`config.mk`:
```
export PLATFORM = sky130hd
export DESIGN_NAME = calibrated_piecewise_linear_drive_unit
export DESIGN_NICKNAME = d
export VERILOG_FILES = /design/src/design/cpld_pkg.sv /design/src/design/cpld_cell.sv /design/src/design/cpld_chain.sv /design/src/design/cpld_divider.sv /design/src/design/calibrated_piecewise_linear_drive_unit.sv
export SDC_FILE = /design/constraint.sdc
export NUM_CORES = 2
export LEC_CHECK = 0
export BUFFER_PORTS_ARGS = -buffer_cell sky130_fd_sc_hd__buf_2
export CELL_PAD_IN_SITES_DETAIL_PLACEMENT = 1
export CELL_PAD_IN_SITES_GLOBAL_PLACEMENT = 2
export CORE_ASPECT_RATIO = 2
export CORE_MARGIN = 2
export CORE_UTILIZATION = 40
export CTS_BUF_LIST = sky130_fd_sc_hd__clkbuf_8
export CTS_CLUSTER_DIAMETER = 100
export DETAILED_ROUTE_END_ITERATION = 8
export PLACE_DENSITY = 0.86
export SLEW_MARGIN = 30
export SYNTH_ARGS = -nofsm -noshare
export SYNTH_HDL_FRONTEND = slang
export SYNTH_SLANG_ARGS = --single-unit
```
`constraint.sdc`:
```
create_clock -name clk -period 8.1 [get_ports clk]
set_input_delay 1.215 -clock clk [delete_from_list [all_inputs] [get_ports clk]]
set_output_delay 1.215 -clock clk [all_outputs]
set_load 0.005 [all_outputs]
```
`src/design/cpld_pkg.sv`:
```
// ----------------------------------------------------------------------------
// Calibrated piecewise-linear drive: shared package
// Types, codes, constants and the default calibration points.
// ----------------------------------------------------------------------------
package cpld_pkg;

	localparam int TABLE_POINTS_DEF = 10;
	localparam int DEF_POINTS = 10;
	localparam logic [15:0] DEF_CUR_STEP = 16'd320;
	localparam logic [15:0] DEF_DRV_STEP = 16'd4096;
	localparam logic [15:0] TOP_DRIVE = 16'd49152;
	localparam logic [15:0] TOP_CURRENT_RST = 16'd6400;

	// Request codes.
	localparam logic [1:0] REQ_ADD = 2'd0;
	localparam logic [1:0] REQ_CLEAR = 2'd1;
	localparam logic [1:0] REQ_QUERY = 2'd2;

	// One calibration point.
	typedef struct packed {
		logic [15:0] cur;
		logic [15:0] drv;
	} point_t;

	// Controller states.
	typedef enum logic [2:0] {
		ST_IDLE,
		ST_LOAD,
		ST_SORT,
		ST_SCAN,
		ST_MUL,
		ST_DIVL,
		ST_DIVW,
		ST_DONE
	} state_t;

	// Operations of the cell row.
	typedef enum logic [1:0] {
		CH_HOLD,
		CH_LOAD,
		CH_SORT,
		CH_ROT
	} chain_op_t;

	// Control bundle from the controller to the cell row.
	typedef struct packed {
		chain_op_t op;
		logic      cmp_en;
	} chain_ctl_t;

	// Default point k: 20 A and 1 V steps, repeating the top point past ten.
	function automatic point_t default_point(input int k);
		point_t p;
		logic [15:0] n;
		n = (k < DEF_POINTS) ? 16'(k + 1) : 16'(DEF_POINTS);
		p.cur = 16'(n * DEF_CUR_STEP);
		p.drv = 16'(n * DEF_DRV_STEP);
		return p;
	endfunction

endpackage

```
`src/design/cpld_cell.sv`:
```
// ----------------------------------------------------------------------------
// Calibrated piecewise-linear drive: sort cell
// Holds one sorted point and takes a new one from the load bus, its
// neighbor or an alternate source.
// ----------------------------------------------------------------------------
module cpld_cell #(
	parameter logic [31:0] RESET_VAL = '0
) (
	input  logic                 clk,
	input  logic                 arst_n,
	input  cpld_pkg::chain_op_t  op,
	input  cpld_pkg::point_t     load_val,
	input  cpld_pkg::point_t     right_val,
	input  cpld_pkg::point_t     alt_val,
	input  logic                 use_alt,
	output cpld_pkg::point_t     q
);

	cpld_pkg::point_t val_q;

	// Load, shift from the neighbor, or take the alternate entry.
	always_ff @(posedge clk or negedge arst_n) begin
		if (!arst_n) begin
			val_q <= cpld_pkg::point_t'(RESET_VAL);
		end else begin
			case (op)
				cpld_pkg::CH_LOAD: val_q <= load_val;
				cpld_pkg::CH_SORT,
				cpld_pkg::CH_ROT: val_q <= use_alt ? alt_val : right_val;
				default: val_q <= val_q;
			endcase
		end
	end

	assign q = val_q;

endmodule

```
`src/design/cpld_chain.sv`:
```
// ----------------------------------------------------------------------------
// Calibrated piecewise-linear drive: sorted point row
// A ring of cells. Cell 0 is the holder of an exchange-sort pass; the rest
// stream past it one per cycle. A rotation shows every entry at cell 0.
// ----------------------------------------------------------------------------
module cpld_chain #(
	parameter int N = cpld_pkg::TABLE_POINTS_DEF
) (
	input  logic                  clk,
	input  logic                  arst_n,
	input  cpld_pkg::chain_ctl_t  ctl,
	input  cpld_pkg::point_t      load_pts [N],
	output cpld_pkg::point_t      head
);

	cpld_pkg::point_t cq [N];
	logic swap;
	logic keep;

	// The incoming entry takes the holder place when its current is not larger.
	assign swap = ctl.cmp_en && (cq[1].cur <= cq[0].cur);
	assign keep = (ctl.op == cpld_pkg::CH_SORT) && !swap;

	// Holder cell.
	cpld_cell #(.RESET_VAL(cpld_pkg::default_point(0))) u_cell0 (
		.clk(clk), .arst_n(arst_n), .op(ctl.op), .load_val(load_pts[0]),
		.right_val(cq[1]), .alt_val(cq[0]), .use_alt(keep), .q(cq[0])
	);

	// Middle cells shift toward the holder.
	genvar k;
	generate
		for (k = 1; k < N - 1; k++) begin : g_mid
			cpld_cell #(.RESET_VAL(cpld_pkg::default_point(k))) u_cell (
				.clk(clk), .arst_n(arst_n), .op(ctl.op), .load_val(load_pts[k]),
				.right_val(cq[k + 1]), .alt_val(cq[k + 1]), .use_alt(1'b0),
				.q(cq[k])
			);
		end
	endgenerate

	// Tail cell takes the entry that leaves the holder pass.
	cpld_cell #(.RESET_VAL(cpld_pkg::default_point(N - 1))) u_tail (
		.clk(clk), .arst_n(arst_n), .op(ctl.op), .load_val(load_pts[N - 1]),
		.right_val(cq[0]), .alt_val(cq[1]), .use_alt(keep), .q(cq[N - 1])
	);

	assign head = cq[0];

endmodule

```
`src/design/cpld_divider.sv`:
```
// ----------------------------------------------------------------------------
// Calibrated piecewise-linear drive: divider
// Restoring division, one quotient bit a cycle, for a quotient that is
// known to fit in 16 bits.
// ----------------------------------------------------------------------------
module cpld_divider (
	input  logic        clk,
	input  logic        arst_n,
	input  logic        start,
	input  logic [31:0] dividend,
	input  logic [15:0] divisor,
	output logic [15:0] quotient,
	output logic        rem_nz,
	output logic        done
);

	logic [15:0] rem_q;
	logic [15:0] quo_q;
	logic [15:0] div_q;
	logic [3:0]  cnt_q;
	logic        run_q;
	logic        done_q;
	logic [16:0] trial;
	logic [16:0] diff;

	assign trial = {rem_q, quo_q[15]};
	assign diff = trial - {1'b0, div_q};

	// Control: sixteen steps, then a one-cycle done pulse.
	always_ff @(posedge clk or negedge arst_n) begin
		if (!arst_n) begin
			run_q <= 1'b0;
			done_q <= 1'b0;
			cnt_q <= '0;
		end else begin
			done_q <= 1'b0;
			if (start) begin
				run_q <= 1'b1;
				cnt_q <= '0;
			end else if (run_q) begin
				cnt_q <= cnt_q + 4'd1;
				if (cnt_q == 4'd15) begin
					run_q <= 1'b0;
					done_q <= 1'b1;
				end
			end
		end
	end

	// Datapath: the high half starts as partial remainder.
	always_ff @(posedge clk) begin
		if (start) begin
			rem_q <= dividend[31:16];
			quo_q <= dividend[15:0];
			div_q <= divisor;
		end else if (run_q) begin
			if (!diff[16]) begin
				rem_q <= diff[15:0];
				quo_q <= {quo_q[14:0], 1'b1};
			end else begin
				rem_q <= trial[15:0];
				quo_q <= {quo_q[14:0], 1'b0};
			end
		end
	end

	assign quotient = quo_q;
	assign rem_nz = (rem_q != 16'd0);
	assign done = done_q;

endmodule

```
`src/design/calibrated_piecewise_linear_drive_unit.sv`:
```
// ----------------------------------------------------------------------------
// Calibrated piecewise-linear drive unit
// Keeps calibration points, sorts them in a cell row and converts a query
// current into a drive value by linear interpolation.
// ----------------------------------------------------------------------------
// From the accepting edge to done: a clear, or a marked add that finds room, loads the
// row, then runs TABLE_POINTS sort passes of TABLE_POINTS steps; a query scans the row
// and, when a pair matches, runs one multiply and the 16-step divider, else goes to done
// straight from the scan; other requests go straight to done.
// One request at a time: busy stays high through done, so the next transfer is taken in the
// cycle after done at the earliest. Done cannot be stalled. Reset loads sorted defaults.
module calibrated_piecewise_linear_drive_unit #(
	parameter int TABLE_POINTS = cpld_pkg::TABLE_POINTS_DEF
) (
	input  logic        clk,
	input  logic        arst_n,
	input  logic        start,
	output logic        busy,
	input  logic [1:0]  req_type,
	input  logic [15:0] point_current,
	input  logic [15:0] point_drive,
	input  logic        point_marked,
	input  logic [15:0] query_current,
	output logic        done,
	output logic [15:0] drive_value,
	output logic        status,
	input  logic        cfg_we,
	input  logic [15:0] cfg_wdata
);

	localparam int N = TABLE_POINTS;
	localparam int WW = $clog2(N + 1);
	localparam int IW = $clog2(N);
	localparam int SW = $clog2(N + 1);
	localparam logic [WW-1:0] N_W = WW'(N);
	localparam logic [IW-1:0] LAST_I = IW'(N - 1);
	localparam logic [SW-1:0] N_S = SW'(N);

	cpld_pkg::state_t state_q, state_d;
	cpld_pkg::point_t pt_q [N];
	cpld_pkg::point_t head;
	cpld_pkg::point_t prev_q, lo_q, hi_q, lo_c, hi_c;
	cpld_pkg::chain_ctl_t ctl;
	logic [WW-1:0] wr_idx_q;
	logic [15:0]   top_q;
	logic [1:0]    req_q;
	logic [15:0]   qcur_q;
	logic [IW-1:0] pass_q, step_q;
	logic [SW-1:0] scan_q;
	logic          found_q;
	logic          match;
	logic          scan_last;
	logic          accept;
	logic          add_ok;
	logic [15:0]   dq, dd;
	logic          neg;
	logic          neg_s1;
	logic [31:0]   prod_s1;
	logic [15:0]   span;
	logic          div_start;
	logic [15:0]   div_quo;
	logic          div_rem_nz;
	logic          div_done;
	logic [16:0]   quo_adj;
	logic [15:0]   result;
	logic [15:0]   drive_q;
	logic          status_q;

	assign accept = start && !busy;
	assign add_ok = point_marked && (wr_idx_q < N_W);

	// Current pair of the scan: the top end point closes the row.
	assign scan_last = (scan_q == N_S);
	assign lo_c = prev_q;
	assign hi_c = scan_last ? cpld_pkg::point_t'({top_q, cpld_pkg::TOP_DRIVE}) : head;
	assign match = (lo_c.cur <= qcur_q) && (qcur_q <= hi_c.cur) && (hi_c.cur != lo_c.cur);

	// Interpolation operands.
	assign neg = hi_q.drv < lo_q.drv;
	assign dq = qcur_q - lo_q.cur;
	assign dd = neg ? (lo_q.drv - hi_q.drv) : (hi_q.drv - lo_q.drv);
	assign span = hi_q.cur - lo_q.cur;

	// Floor of a negative quotient rounds its magnitude up.
	assign quo_adj = {1'b0, div_quo} + 17'(neg_s1 && div_rem_nz);
	assign result = neg_s1 ? (lo_q.drv - quo_adj[15:0]) : (lo_q.drv + quo_adj[15:0]);

	cpld_chain #(.N(N)) u_chain (
		.clk(clk), .arst_n(arst_n), .ctl(ctl), .load_pts(pt_q), .head(head)
	);

	cpld_divider u_div (
		.clk(clk), .arst_n(arst_n), .start(div_start), .dividend(prod_s1),
		.divisor(span), .quotient(div_quo), .rem_nz(div_rem_nz), .done(div_done)
	);

	// State register.
	always_ff @(posedge clk or negedge arst_n) begin
		if (!arst_n) begin
			state_q <= cpld_pkg::ST_IDLE;
		end else begin
			state_q <= state_d;
		end
	end

	// Next state.
	always_comb begin
		state_d = state_q;
		case (state_q)
			cpld_pkg::ST_IDLE: begin
				if (accept) begin
					case (req_type)
						cpld_pkg::REQ_ADD: state_d = add_ok ? cpld_pkg::ST_LOAD : cpld_pkg::ST_DONE;
						cpld_pkg::REQ_CLEAR: state_d = cpld_pkg::ST_LOAD;
						cpld_pkg::REQ_QUERY: state_d = cpld_pkg::ST_SCAN;
						default: state_d = cpld_pkg::ST_DONE;
					endcase
				end
			end
			cpld_pkg::ST_LOAD: state_d = cpld_pkg::ST_SORT;
			cpld_pkg::ST_SORT: begin
				if (step_q == LAST_I && pass_q == LAST_I) begin
					state_d = cpld_pkg::ST_DONE;
				end
			end
			cpld_pkg::ST_SCAN: begin
				if (scan_last) begin
					state_d = (match || found_q) ? cpld_pkg::ST_MUL : cpld_pkg::ST_DONE;
				end
			end
			cpld_pkg::ST_MUL: state_d = cpld_pkg::ST_DIVL;
			cpld_pkg::ST_DIVL: state_d = cpld_pkg::ST_DIVW;
			cpld_pkg::ST_DIVW: begin
				if (div_done) begin
					state_d = cpld_pkg::ST_DONE;
				end
			end
			cpld_pkg::ST_DONE: state_d = cpld_pkg::ST_IDLE;
			default: state_d = cpld_pkg::ST_IDLE;
		endcase
	end

	// Outputs of the controller.
	always_comb begin
		ctl.op = cpld_pkg::CH_HOLD;
		ctl.cmp_en = 1'b0;
		div_start = 1'b0;
		busy = (state_q != cpld_pkg::ST_IDLE);
		done = (state_q == cpld_pkg::ST_DONE);
		case (state_q)
			cpld_pkg::ST_LOAD: ctl.op = cpld_pkg::CH_LOAD;
			cpld_pkg::ST_SORT: begin
				ctl.op = (step_q == LAST_I) ? cpld_pkg::CH_ROT : cpld_pkg::CH_SORT;
				ctl.cmp_en = (step_q < (LAST_I - pass_q));
			end
			cpld_pkg::ST_SCAN: ctl.op = scan_last ? cpld_pkg::CH_HOLD : cpld_pkg::CH_ROT;
			cpld_pkg::ST_DIVL: div_start = 1'b1;
			default: ctl.op = cpld_pkg::CH_HOLD;
		endcase
	end

	// Configuration register.
	always_ff @(posedge clk or negedge arst_n) begin
		if (!arst_n) begin
			top_q <= cpld_pkg::TOP_CURRENT_RST;
		end else if (cfg_we) begin
			top_q <= cfg_wdata;
		end
	end

	// Point table and write index.
	always_ff @(posedge clk or negedge arst_n) begin
		if (!arst_n) begin
			wr_idx_q <= N_W;
			for (int k = 0; k < N; k++) begin
				pt_q[k] <= cpld_pkg::default_point(k);
			end
		end else if (accept) begin
			if (req_type == cpld_pkg::REQ_ADD && add_ok) begin
				pt_q[wr_idx_q[IW-1:0]] <= {point_current, point_drive};
				wr_idx_q <= wr_idx_q + WW'(1);
			end else if (req_type == cpld_pkg::REQ_CLEAR) begin
				wr_idx_q <= '0;
				for (int k = 0; k < N; k++) begin
					pt_q[k] <= cpld_pkg::default_point(k);
				end
			end
		end
	end

	// Sort and scan counters.
	always_ff @(posedge clk or negedge arst_n) begin
		if (!arst_n) begin
			pass_q <= '0;
			step_q <= '0;
			scan_q <= '0;
			found_q <= 1'b0;
		end else begin
			if (accept) begin
				pass_q <= '0;
				step_q <= '0;
				scan_q <= '0;
				found_q <= 1'b0;
			end else if (state_q == cpld_pkg::ST_SORT) begin
				if (step_q == LAST_I) begin
					step_q <= '0;
					pass_q <= pass_q + IW'(1);
				end else begin
					step_q <= step_q + IW'(1);
				end
			end else if (state_q == cpld_pkg::ST_SCAN) begin
				scan_q <= scan_q + SW'(1);
				if (match) begin
					found_q <= 1'b1;
				end
			end
		end
	end

	// Query datapath: last matching pair wins, then multiply.
	always_ff @(posedge clk) begin
		if (accept) begin
			qcur_q <= query_current;
			req_q <= req_type;
			prev_q <= '0;
		end else if (state_q == cpld_pkg::ST_SCAN) begin
			prev_q <= head;
			if (match) begin
				lo_q <= lo_c;
				hi_q <= hi_c;
			end
		end else if (state_q == cpld_pkg::ST_MUL) begin
			prod_s1 <= 32'(dq) * 32'(dd);
			neg_s1 <= neg;
		end
	end

	// Result registers.
	always_ff @(posedge clk or negedge arst_n) begin
		if (!arst_n) begin
			drive_q <= '0;
			status_q <= 1'b0;
		end else if (accept) begin
			drive_q <= '0;
			status_q <= (req_type == cpld_pkg::REQ_ADD) && point_marked && !add_ok;
		end else if (state_q == cpld_pkg::ST_DIVW && div_done && req_q == cpld_pkg::REQ_QUERY) begin
			drive_q <= result;
		end
	end

	assign drive_value = drive_q;
	assign status = status_q;

	// The result strobe lasts a single cycle.
	a_done_pulse: assert property (@(posedge clk) disable iff (!arst_n) done |=> !done)
		else $error("done held longer than one cycle");

	// A transfer always makes the unit busy.
	a_accept_busy: assert property (@(posedge clk) disable iff (!arst_n) accept |=> busy)
		else $error("request taken but unit not busy");

	// The write index never passes the table size.
	a_wr_idx: assert property (@(posedge clk) disable iff (!arst_n) wr_idx_q <= N_W)
		else $error("write index beyond table");

	// Full status only answers an add.
	a_status: assert property (@(posedge clk) disable iff (!arst_n)
		(done && status) |-> (req_q == cpld_pkg::REQ_ADD))
		else $error("full status on a non-add request");

endmodule

```
; ---- After elaboration in Yosys (flattened, before gate mapping)
; Index checks and enable logic that the tools add are counted.
[word_totals]
out_inout_bits = 19
regBits = 894
elab_cells = 218
input_bits = 71
[op_classes]
n_lt_le_gt_ge = 8
n_mul = 1
n_reduce_logical = 39
bitwise = 3
mux = 64
eq_ne = 24
n_addsub = 14
[ops]
columns = op, count
row1 = two-way mux 320 bit, 2
row2 = case mux 32 bit (2 select lines), 10
row3 = bitwise mux 320 bit, 1
row4 = two-way mux 16 bit, 9
row5 = demux 32 bit (select 4 bit), 1
row6 = two-way mux 32 bit, 4
row7 = subtractor 16 bit, 5
row8 = two-way mux 4 bit, 13
row9 = <= comparator 16 bit, 3
row10 = multiplier 16 x 16 -> 32 bit, 1
row11 = case mux 3 bit (8 select lines), 1
row12 = adder 4 x 1 -> 4 bit (second input constant), 5
row13 = subtractor 17 x 16 -> 17 bit, 1
row14 = adder 16 x 1 -> 16 bit, 1
row15 = adder 16 bit, 1
row16 = equality test 4 bit (second input constant), 4
row17 = < comparator 16 bit, 1
row18 = != test 16 bit, 1
row19 = nonzero test 16 bit, 1
row20 = nonzero test 2 bit, 8
row21 = two-way mux 3 bit, 5
row22 = logical AND 1 bit, 14
row23 = two-way mux 1 bit, 14
row24 = equality test 3 bit (second input constant), 4
row25 = other kinds (25), 43

; ---- Depth between registers and ports, before layout
[logic_depth]
ltp_word = 9
mapped_depth = 37
depth_no_buf = 35

; ---- Cells and area by module
; A second synthesis with hierarchy kept.
[hier_totals]
cells_unflattened = 4859
hier_area_um2 = 55490.7
[by_module_without_submodules]
columns = module, area_each_um2, cells_each, seq_area_each_um2, n_inst
row1 = calibrated_piecewise_linear_drive_unit, 32712.6, 3122, 13491.7, 1
row2 = cpld_cell at u_chain.g_mid[2].u_cell ..., 1924.3, 140, 808.3, 4
row3 = cpld_cell at u_chain.g_mid[1].u_cell ..., 1920.6, 140, 804.5, 4
row4 = cpld_cell at u_chain.g_mid[4].u_cell ..., 1923.1, 140, 807.0, 2
row5 = cpld_divider, 3118.0, 277, 1591.5, 1
row6 = cpld_chain, 434.2, 60, 0.0, 1

; ---- Worst setup path before layout
; OpenSTA, ideal clock, no wires.
[synth_path]
path_type = register -> register
startpoint = register lo_q[8] in the netlist's numbering
endpoint = register prod_s1[31], data pin
arrival_ps = 7996
path_buffers = 3
path_stages_with_launch = 37
setup_ps = 260
synth_period_minus_slack_ps = 8255
t_required_ps = 7840
path_slack_ps = -155
path_cell_list = edfxtp_1 inv_1 ha_1 buf_4 and4_4 and2b_1 a311o_2 o21ai_4 o21ai_4 buf_2 and2_1 a221oi_1 o21ai_2 xor2_2 buf_4 nand2_1 fa_1 fa_1 inv_1 fa_1 inv_1 fa_1 inv_1 fa_1 inv_1 fa_1 inv_1 ha_1 o21a_1 o21a_1 o22a_1 a32oi_1 o21ai_0 a211oi_1 o21bai_1 a21oi_1 xnor2_1
[synth_via]
elab_chain_len = 3
elab_cells_between_ends = 5
classes_between = add/sub: 2 / mul: 1 / order compare: 1 / mux: 1
[synth_lines]
columns = element, line
row1 = from (decl), calibrated_piecewise_linear_drive_unit.sv:42  ; cpld_pkg::point_t prev_q, lo_q, hi_q, lo_c, hi_c;
row2 = from (signal assigned), calibrated_piecewise_linear_drive_unit.sv:229  ; lo_q <= lo_c;
row3 = subtractor 16 bit or < comparator 16 bit (tied branches), "calibrated_piecewise_linear_drive_unit.sv:81, calibrated_piecewise_linear_drive_unit.sv:79"
row4 = two-way mux 16 bit (*), calibrated_piecewise_linear_drive_unit.sv:81  ; assign dd = neg ? (lo_q.drv - hi_q.drv) : (hi_q.drv - lo_q.drv);
row5 = multiplier 16 x 16 -> 32 bit (*), calibrated_piecewise_linear_drive_unit.sv:233  ; prod_s1 <= 32'(dq) * 32'(dd);
row6 = to (signal assigned), calibrated_piecewise_linear_drive_unit.sv:233
row7 = to (decl), calibrated_piecewise_linear_drive_unit.sv:58  ; logic [31:0] prod_s1;
; Mark *: on every way between the ends. The rest lies on a longest branch, timed or not.
; A chain may end at the register's enable or synchronous reset.

; ---- Worst setup path after layout
[layout_path]
startpoint = register lo_q[0] in the netlist's numbering
endpoint = register prod_s1[31], data pin
; The elaborated chain is that of the path after synthesis.

==> results.py <==
metrics = {
    "run_status": {
        "status": "finished with violations",
        "violations": "DRC, setup timing",
    },
    "die": {
        "io_pins": 90,
        "die_w_um": 252,
        "die_area_sq_mm": 0.126,
        "floorplan_core_area_sq_mm": 0.123,
        "row_count": 182,
        "die_outline_height_um": 500,
        "floorplan.initialDensity_pct": 40.2,
    },
    "timing": {
        "worstMarginPinSlew_ns": 0.939,
        "final_tns_setup_ns": -3.70,
        "timing.slew.headroom_pct": 37.4,
        "finalCritPeriodShare_pct": 105,
        "rsz0062_at_grt": "yes",
        "fin_skew_ns": 0.0540,
        "layout_setup_ws_ns": -0.399,
        "min_period_ns": 8.50,
        "finalHoldViolations": 0,
        "slew_viol_final": 0,
        "timing.fmax_ghz": 0.118,
        "finalSetupViolations": 17,
    },
    "cts": {
        "cts_inserted_buffers": 140,
        "cts_root_buf": "clkbuf_8",
        "cts.clk_slew.worst_paths_ns": 0.07,
        "clk_latency_ns": 0.88,
        "htree_num_levels": 4,
        "num_clock_sinks": 894,
        "cts_tree": "done",
        "max-clock-path-buffers": 3,
    },
    "critical_path": {
        "cp.required_ns": 8.69,
        "worstPathMaxFanout": 6,
        "worst_r2r_path_cells": 35,
        "critPathKind": "flip-flop to flip-flop",
        "reg2reg_setup_slack_ns": -0.40,
        "worst_setup_path_end_kind": "flip-flop",
        "reg2reg_from": "lo_q[0]",
        "critical_path.most_common_cell": "fa_1",
        "r2r_end": "prod_s1[31]",
        "worst_path_max_delay_cell": "fa_1",
        "cp.arrival_ns": 9.09,
        "worst_path_largest_cell_delay_ns": 0.53,
        "worst_setup_path_start_kind": "flip-flop",
    },
    "drt": {
        "drc": 7,
        "wire_per_inst_um": 25.2,
        "detailedRoute.firstIterationViolations": 3989,
        "antenna_left": 0,
        "num_vias": 37800,
        "detailedRoute.firstPassIterationCount": 9,
        "postRouteWirelength_mm": 163,
        "detail_route.vias_per_cell": 5.85,
    },
    "grt": {
        "grt.overflow.total": 0,
        "track_usage_pct": 25.9,
        "antenna_found_initial": 4,
        "pin_count_of_the_biggest_net_entering_global_routing": 200,
        "grt_pass1_vias": 41200,
        "wire_length_of_the_first_global_routing_pass_mm": 250,
    },
    "layout": {
        "fillerInstances": 13200,
        "mostFrequentLayoutCell": "inv_1",
        "post_route_cells_drive_above_1_share_pct": 19.1,
        "finish.net_count": 5311,
        "layout.core_utilization_pct": 46.7,
        "layout_common_cells": "683 x inv_1, 602 x dfrtp_1, 385 x nand2_1, 312 x a22o_1, 267 x buf_4",
        "layout.cell_area.non_filler_sq_mm": 0.0572,
        "number_of_standard_cells_in_the_layout_taps_in_and_fillers_out": 6461,
        "synthToLayoutAreaGrowth_pct": 16.2,
    },
    "synthesis": {
        "synth_async_sr_flop_share_pct": 78.2,
        "avgSynthCellArea_sq_um": 10.9,
        "mappedNetlistNets": 5031,
        "synthDistinctLibCells": 89,
        "post_synth_inst_count": 4500,
        "yosysSeqAreaShare_pct": 47.0,
        "post-synth-top-area-cell": "dfrtp_1",
        "yosysTopAreaCellShare_pct": 30.6,
        "total_of_flip_flops_plus_latches_after_synthesis": 894,
        "yosys_warnings": 0,
        "synthFlopType": "dfrtp_1",
        "post_synth_edffs": 163,
        "synthTopCellsByArea": "dfrtp_1 31%, edfxtp_1 9.9%, fa_1 8.1%, ha_1 6.6%, a22o_1 5.6%",
        "netlist_area_sq_mm": 0.0492,
    },
    "run": {
        "maxCapViolCount": 0,
    },
    "place": {
        "dpl_cell_area_sq_mm": 0.0533,
        "buffer_ports.inserted": 89,
        "dp.final_hpwl_mm": 112,
        "number_of_placed_instances_taps_included": 6175,
        "gp_routability_congestion": 0.917,
    },
    "hold_path": {
        "worst_hold_path_type": "primary input to async pin",
    },
}
==> what timing repair did <==
item	CTS	global route
cloned	1	0
resized for setup	114	45
pin swaps	78	65
endpoints found under the hold margin	0	0
setup buffers	20	12
hold buffers	0	0
setup endpoints to repair	18	18
==> cells by family after synthesis <==
| logic type | Yosys count | share of synthesized area (%) |
|---|---|---|
| and+or+nand+nor | 918 | 8.43 |
| DFF | 894 | 47.0 |
| buffers and inverters | 920 | 7.15 |
| xor gates and xnor gates | 169 | 3.18 |
| muxes | 121 | 2.60 |
| adders and majority gates | 460 | 14.7 |
| AOI/OAI and AO/OA | 1018 | 16.9 |
==> worst max-delay path: cells and delay by family, from the launching register on <==
| family | cells | cell delay (ns) |
|---|---|---|
| compound gates | 13 | 2.37 |
| buf+inv | 6 | 0.55 |
| fa+ha+maj | 9 | 3.76 |
| flops | 1 | 0.42 |
| simple gates | 4 | 0.51 |
| mux | 1 | 0.27 |
| xor+xnor | 2 | 0.35 |
==> state kept, by name, summed over array words and instances, names as in the netlist, 32 cells and up <==
name,cells
hi_q,32
u_chain.u_tail.q,32
lo_q,32
prod_s1,32
u_chain.u_cell0.q,32
u_chain.g_mid.u_cell.q,256
lo_c,32
pt_q,320
==> final cells by class <==
| class | instances | area, sq um | share of cell area, % |
|---|---|---|---|
| Tap cell | 1564 | 1960 | 3.42 |
| Sequential cell | 894 | 23100 | 40.5 |
| Inverter | 644 | 2420 | 4.22 |
| Clock buffer | 167 | 2300 | 4.02 |
| Clock inverter | 90 | 606 | 1.06 |
| Multi-Input combinational cell | 2686 | 23400 | 40.9 |
| Timing Repair Buffer | 414 | 3400 | 5.94 |
| Antenna cell | 2 | 5.00 | 0.00875 |
==> metrics by stage <==
step	hold WS (ns)	setup slack (ns)
floorplan	0.408	0.00985
global placement	0.413	-0.588
detailed placement	0.417	-0.765
CTS	0.302	-0.363
global route	0.343	-0.599
finish	0.323	-0.399
==> routing by layer <==
layer	routed length (um)	global-route usage, %
met1	67000	33.9
met2	78800	42.6
met3	10200	4.16
met4	6890	10.5
met5	40	0
==> worst max-delay path by stage <==
stage	startpoint	slack, ns	to
after floorplan	lo_q[8]	0.01	prod_s1[31]
after global placement	hi_q[0]	-0.59	prod_s1[30]
after detailed placement	lo_q[0]	-0.77	prod_s1[30]
after CTS	hi_q[0]	-0.36	prod_s1[31]
after global routing	lo_q[0]	-0.60	prod_s1[31]
final	lo_q[0]	-0.40	prod_s1[31]
==> cells in the mapped netlist (12+ instances only) <==
master and n:
buf_1 38, nor2b_1 34, nor2_1 203, nand2b_1 52, a31oi_1 12, o21bai_1 13
dfstp_2 97, a222oi_1 256, o21a_1 23, ha_1 260, mux2i_1 68, a21o_1 62
a21oi_1 128, and2_1 41, fa_1 200, clkbuf_1 193, mux2_2 52, nand4_1 17
nor3_1 26, dfxtp_1 32, xnor2_1 102, xor2_1 57, nand3_1 80, inv_1 643
a22o_1 312, edfxtp_1 163, nand2_1 398, dfrtp_1 602, buf_2 41, o21ai_0 94
and3_1 16, a221o_1 34
Power is not shown: default switching activity piles up to over one toggle a cycle in this logic, so the estimate is an artifact.
